**src/rtl/srit_pkg.sv**
```systemverilog
package srit_pkg;

	// command codes
	typedef enum logic {
		CMD_INSERT = 1'b0,
		CMD_READ   = 1'b1
	} cmd_t;

	// result status codes
	typedef enum logic [1:0] {
		ST_OK     = 2'd0,
		ST_BOUNDS = 2'd1,
		ST_FULL   = 2'd2
	} status_t;

	// one command transaction
	typedef struct packed {
		cmd_t        cmd;
		logic [5:0]  position;
		logic [15:0] new_roll;
		logic [15:0] new_mark;
	} item_t;

	// one result transaction
	typedef struct packed {
		status_t     status;
		logic [15:0] roll_out;
		logic [15:0] mark_out;
		logic [5:0]  entry_count;
	} result_t;

	// broadcast from the top level to every cell
	typedef struct packed {
		logic  ins_en;
		item_t item;
	} cell_ctl_t;

endpackage

```
**src/rtl/srit_cell.sv**
```systemverilog
module srit_cell #(
	parameter int KEY_WIDTH = 16,
	parameter int CW        = 6,
	parameter int IDX       = 0
) (
	input  logic                  clk,
	input  srit_pkg::cell_ctl_t   ctl,
	input  logic [CW-1:0]         count,
	input  logic                  prev_disp,
	input  logic [15:0]           prev_roll,
	input  logic [KEY_WIDTH-1:0]  prev_mark,
	output logic                  disp,
	output logic [15:0]           roll,
	output logic [KEY_WIDTH-1:0]  mark
);

	localparam int CMPW = (CW > 6) ? CW : 6;

	logic [15:0]          roll_q;
	logic [KEY_WIDTH-1:0] mark_q;
	logic [KEY_WIDTH-1:0] key;
	logic                 valid;
	logic                 pos_le;

	// the new record lands at or below this slot: the held record moves up
	always_comb begin
		key    = KEY_WIDTH'(32'(ctl.item.new_mark));
		valid  = CW'(IDX) < count;
		pos_le = CMPW'(ctl.item.position) <= CMPW'(IDX);
		disp   = !valid || (pos_le && (mark_q >= key)) || (mark_q > key);
	end

	// take the neighbor's record, or the new one where the shift starts
	always_ff @(posedge clk) begin
		if (ctl.ins_en && disp) begin
			if (prev_disp) begin
				roll_q <= prev_roll;
				mark_q <= prev_mark;
			end else begin
				roll_q <= ctl.item.new_roll;
				mark_q <= key;
			end
		end
	end

	assign roll = roll_q;
	assign mark = mark_q;

endmodule

```
**src/rtl/sorted_record_insert_table.sv**
```systemverilog
// Channel   Ports                 Direction  Transfer
// command   start, busy, item     in         start high and busy low at a clock edge
// result    done, result          out        done high for one cycle, always taken
//
// Each command is accepted and its result shows with done
// in the next cycle. Busy stays low, so a command may follow every cycle.
// The insert is applied by the row of cells at the accepting clock edge; each cell
// compares its own mark against the new key and shifts by one in parallel.
// Reset clears the record count; cell contents are undefined until written.
// The receiver cannot stall the result port.
module sorted_record_insert_table #(
	parameter int DEPTH     = 32,
	parameter int KEY_WIDTH = 16
) (
	input  logic              clk,
	input  logic              arst_n,
	input  logic              start,
	output logic              busy,
	input  srit_pkg::item_t   item,
	output logic              done,
	output srit_pkg::result_t result
);

	localparam int CW   = $clog2(DEPTH + 1);
	localparam int IW   = $clog2(DEPTH);
	localparam int CMPW = (CW > 6) ? CW : 6;

	logic [CW-1:0]        cnt_q;
	logic [CW-1:0]        cnt_next;
	logic                 done_q;
	srit_pkg::result_t    res_q;
	srit_pkg::result_t    res_next;
	srit_pkg::cell_ctl_t  ctl;
	logic                 accept;
	logic [CMPW-1:0]      pos_w;
	logic [CMPW-1:0]      cnt_w;
	logic [IW-1:0]        rd_idx;

	logic                 disp  [DEPTH];
	logic [15:0]          rolls [DEPTH];
	logic [KEY_WIDTH-1:0] marks [DEPTH];

	assign busy   = 1'b0;
	assign accept = start && !busy;
	assign pos_w  = CMPW'(item.position);
	assign cnt_w  = CMPW'(cnt_q);
	assign rd_idx = pos_w[IW-1:0];

	// decide status, read data and insert enable
	always_comb begin
		res_next          = '0;
		res_next.status   = srit_pkg::ST_OK;
		ctl.item          = item;
		ctl.ins_en        = 1'b0;
		if (item.cmd == srit_pkg::CMD_READ) begin
			if (pos_w >= cnt_w) begin
				res_next.status = srit_pkg::ST_BOUNDS;
			end else begin
				res_next.roll_out = rolls[rd_idx];
				res_next.mark_out = 16'(32'(marks[rd_idx]));
			end
		end else begin
			if (pos_w > cnt_w) begin
				res_next.status = srit_pkg::ST_BOUNDS;
			end else if (cnt_q == CW'(DEPTH)) begin
				res_next.status = srit_pkg::ST_FULL;
			end else begin
				ctl.ins_en = accept;
			end
		end
		cnt_next             = ctl.ins_en ? cnt_q + CW'(1) : cnt_q;
		res_next.entry_count = 6'(cnt_next);
	end

	// row of cells, each handing its record to the next on insert
	for (genvar i = 0; i < DEPTH; i++) begin : g_cell
		if (i == 0) begin : g_head
			srit_cell #(.KEY_WIDTH(KEY_WIDTH), .CW(CW), .IDX(i)) u_cell (
				.clk       (clk),
				.ctl       (ctl),
				.count     (cnt_q),
				.prev_disp (1'b0),
				.prev_roll (item.new_roll),
				.prev_mark (KEY_WIDTH'(32'(item.new_mark))),
				.disp      (disp[i]),
				.roll      (rolls[i]),
				.mark      (marks[i])
			);
		end else begin : g_body
			srit_cell #(.KEY_WIDTH(KEY_WIDTH), .CW(CW), .IDX(i)) u_cell (
				.clk       (clk),
				.ctl       (ctl),
				.count     (cnt_q),
				.prev_disp (disp[i-1]),
				.prev_roll (rolls[i-1]),
				.prev_mark (marks[i-1]),
				.disp      (disp[i]),
				.roll      (rolls[i]),
				.mark      (marks[i])
			);
		end
	end

	// hold the record count and the strobe
	always_ff @(posedge clk or negedge arst_n) begin
		if (!arst_n) begin
			cnt_q  <= '0;
			done_q <= 1'b0;
		end else begin
			cnt_q  <= cnt_next;
			done_q <= accept;
		end
	end

	// register the result transaction
	always_ff @(posedge clk) begin
		if (accept) begin
			res_q <= res_next;
		end
	end

	assign done   = done_q;
	assign result = res_q;

`ifndef NO_ASSERTIONS
	a_count_bound: assert property (@(posedge clk) disable iff (!arst_n)
		cnt_q <= CW'(DEPTH))
		else $error("record count above capacity");

	a_done_follows_start: assert property (@(posedge clk) disable iff (!arst_n)
		done |-> $past(start))
		else $error("result without a command");

	a_insert_counts: assert property (@(posedge clk) disable iff (!arst_n)
		(done && result.status == srit_pkg::ST_OK &&
			$past(item.cmd) == srit_pkg::CMD_INSERT) |-> cnt_q == $past(cnt_q) + CW'(1))
		else $error("insert did not add one record");

	a_fail_zero: assert property (@(posedge clk) disable iff (!arst_n)
		(done && result.status != srit_pkg::ST_OK) |->
			(result.roll_out == 16'd0 && result.mark_out == 16'd0 && $stable(cnt_q)))
		else $error("failed command changed state or returned data");
`endif

endmodule

```
**config.mk**
```make
export PLATFORM = sky130hd
export DESIGN_NAME = sorted_record_insert_table
export DESIGN_NICKNAME = d
export VERILOG_FILES = /design/src/rtl/srit_pkg.sv /design/src/rtl/srit_cell.sv /design/src/rtl/sorted_record_insert_table.sv
export SDC_FILE = /design/constraint.sdc
export NUM_CORES = 2
export LEC_CHECK = 0
export BUFFER_PORTS_ARGS = -buffer_cell sky130_fd_sc_hd__clkbuf_2
export CORE_AREA = 2 2 364 366
export DETAILED_ROUTE_END_ITERATION = 8
export DIE_AREA = 0 0 366 368
export PLACE_DENSITY = 0.65
export REMOVE_ABC_BUFFERS = 1
export SLEW_MARGIN = 30
export SYNTH_ARGS = -nofsm -noshare
export SYNTH_HDL_FRONTEND = slang
export SYNTH_SLANG_ARGS = --single-unit
```
**constraint.sdc**
```tcl
create_clock -name clk -period 8.7 [get_ports clk]
set_input_delay 0.435 -clock clk [delete_from_list [all_inputs] [get_ports clk]]
set_output_delay 0.435 -clock clk [all_outputs]
set_load 0.05 [all_outputs]
```
==> flow_summary.toml <==
[global_route]
grt_pass1_wl_mm = 278
antenna_found_initial = 2
grt_max_degree = 84
grt_pass1_vias = 40100
grt_usage_pct = 27.6
gr-total-overflow = 0

[clock_network]
insertion_delay_ns = 0.77
cts.sinks = 1071
cts_resized = 0
cts_tree = "built"
cts_buffers = 119
cts_buffer_depth = 3
cts.clk_slew.worst_paths_ns = 0.06
htree_levels = 3
clock-root-buffer = "clkbuf_16"

[placement]
portBuffers = 82
hpwl_mm = 130
place_ws_ns = 3.81
globalplace.congestion = 0.937

[pwr]
p_per_area_nw_per_um2 = 253
power_switching_mw = 5.74
irDropWorstVdd_v = 0.000216
comb_power_share_pct = 29.7
seqPwrFrac_pct = 39.9
p_sw_share_pct = 31.5
p_leak_nw = 25.8
p_int_mw = 12.5
clkPwrFrac_pct = 30.5

[critical_path]
critPathRequiredTime_ns = 9.09
cp_max_fo = 33
crit_type = "reg -> reg"
startpoint_type = "register"
worstPathArrival_ns = 4.92
cp-end-kind = "register"

[sta]
tns_ns = 0
tightest_slew_ns = 0.992
max_freq_mhz = 221
slew_violations = 0
relSlewSlack_pct = 33.9
hold_viol = 0
finalCritPeriodShare_pct = 52.1
setup_viol = 0
fin_skew_ns = 0.0334
setup_slack_ns = 4.17
whs_ns = 0.0775
rsz0062_at_grt = "false"
fin_crit_ns = 4.53

[run]
maxCapViolations = 0

[layout]
synthToLayoutAreaGrowth_pct = 10.5
n_antenna_cell = 0
nFillCells = 10500
fin_nets = 4829
drive_gt1_share_pct = 30.9

[synthesis]
ys.flop_type = "edfxtp_1"
synth-edff-count = 1064
synthesis.area_um2 = 65100
synth_top_cell_area_share_pct = 49.0
syn_avg_cell_area_um2 = 15.3
ys_types = 82
synth_seq_cells = 1071
ys.warnings.count = 0
synthCells = 4256
synth_area_leader_cell = "edfxtp_1"
async_flop_share_pct = 0.654
yosysSeqAreaShare_pct = 49.3
synth_area_leaders = "edfxtp_1 49%, mux4_2 11%, ha_1 10%, mux2_2 7.7%, mux2_1 7.0%"

[route]
routed_wl_mm = 188
route.met2.wl_mm = 86.5
topRoutingLayerUsed = "met5"
wl_per_cell_um = 30.7
drtIter0Drc = 3909
dr.pass1.iters = 6
route.met3.wl_mm = 13.2
wl_met1_mm = 81.5
antenna_left = 0
vias_per_cell = 6.52
drc = 0
num_vias = 39900

[floorplanning]
io_pins = 84
dieHeight_um = 368
die_w_um = 366
core-area_um2 = 131000
die_area_um2 = 135000
num_rows = 133
initial_core_util_pct = 49.8

[run_status]
outcome = "finished, final reports clean"

[worst_hold_path]
hp-class = "in -> async"
## path summary, 6_finish.rpt
check	to	startpoint	cells past startpoint	slack, ns
setup / recovery	g_cell[8].g_body.u_cell.roll[6]	cnt_q[1]	8	4.17
setup reg to reg	g_cell[8].g_body.u_cell.roll[6]	cnt_q[1]	8	4.17
hold / removal	cnt_q[1]	arst_n	2	0.08
hold reg to reg	g_cell[3].g_body.u_cell.roll[3]	g_cell[2].g_body.u_cell.roll[3]	1	0.55
max in group asynchronous	cnt_q[4]	arst_n	2	8.44
min in group clk	result[39]	item[38]	2	0.09
## repair_timing
action / 4_1_cts / 5_1_grt
setup endpoints to repair: 0 / 0
endpoints found under the hold margin: 7 / 0
buffers inserted: 0 / 0
hold buffers: 1 / 0
## metrics by stage
stage	instance area [um^2]	instances	power, mW	utilization [%]
after global routing	72000	6121	18.9	55.0
after global placement	67400	5889	12.5	51.5
after CTS	71900	6117	18.2	54.9
final	72000	6121	18.2	55.0
after floorplan	63700	3963	10.8	-
after detailed placement	67600	5896	12.7	51.7
## cells in the mapped netlist (17+ instances only)
cell / instances
mux2_2: 443
a21o_1: 38
and2_1: 21
nand2b_1: 23
a22o_1: 32
a211oi_1: 31
mux4_2: 320
nand4_1: 85
nand2_1: 103
mux2_1: 405
nand3_1: 62
buf_2: 97
nor4_1: 18
o21ai_0: 65
a2111oi_0: 17
nor3_1: 27
nor2_1: 90
inv_1: 71
buf_6: 19
buf_1: 19
clkbuf_1: 147
a21oi_1: 185
mux2_4: 144
edfxtp_1: 1064
ha_1: 520
## critical path, stage by stage, from the launching register on
cell and delay (ns):
dfrtp_1 0.61, inv_1 0.22, ha_1 0.52, nand2b_1 0.34
a21oi_1 0.53, and3b_1 0.33, a31oi_4 0.19, buf_4 0.57
and2_2 0.81
## flip-flops by register name, summed over array words and instances (netlist names)
register / cells
g_cell.g_head.u_cell.roll: 16
result: 40
done: 1
g_cell.g_body.u_cell.mark: 496
g_cell.g_body.u_cell.roll: 496
g_cell.g_head.u_cell.mark: 16
cnt_q: 6
## final cells by class
cell class | count | area, um^2 | share of cell area [%]
flip-flops and latches | 1071 | 32100 | 44.6
multi-input cells | 2820 | 31700 | 44.0
inverters | 72 | 273 | 0.379
clock inverters | 78 | 1110 | 1.55
repair buffers | 183 | 1440 | 2.00
well taps | 1755 | 2200 | 3.05
clock buffers | 142 | 3140 | 4.36
## logic make-up (layout without fill, tap and decap cells)
logic type	count (synthesis)	count (layout)	share of synthesized area, %
AO/OA/AOI/OAI	485	485	4.97
XOR/XNOR	5	5	0.0672
adder cells (fa/ha/maj)	520	520	9.99
buffers and inverters	365	475	2.57
flip-flops	1071	1071	49.3
multiplexers	1313	1313	29.1
other	1	1	0.00576
AND/OR/NAND/NOR	496	496	4.00
## routing by layer
layer / GRT usage [%] / vias up
met1: 39.5 / 20700
met3: 4.37 / 300
met5: 0 / -
met2: 43.2 / 1571
li1: - / 17300
met4: 9.20 / 2
## cells in the final DEF, fill, tap and decap left out, types with 65 or more instances in the layout
cell type  count
nor2_1        75
mux2_1       405
nand4_1       85
clkbuf_16    121
edfxtp_1    1064
inv_1         71
o21ai_0       65
mux2_2       443
buf_4         88
a21oi_1      181
nand2_1      103
ha_1         520
mux2_4       144
mux4_2       320
clkbuf_2      79
## power groups by stage
stage,combinational [mW],clock (mW),sequential [mW]
2_1_floorplan,3.53,0,7.29
3_3_place_gp,5.17,0,7.35
3_5_place_dp,5.33,0,7.35
4_1_cts,5.36,5.62,7.26
5_1_grt,5.76,5.81,7.32
6_report,5.41,5.55,7.26
Power figures use the tool's default switching activity.
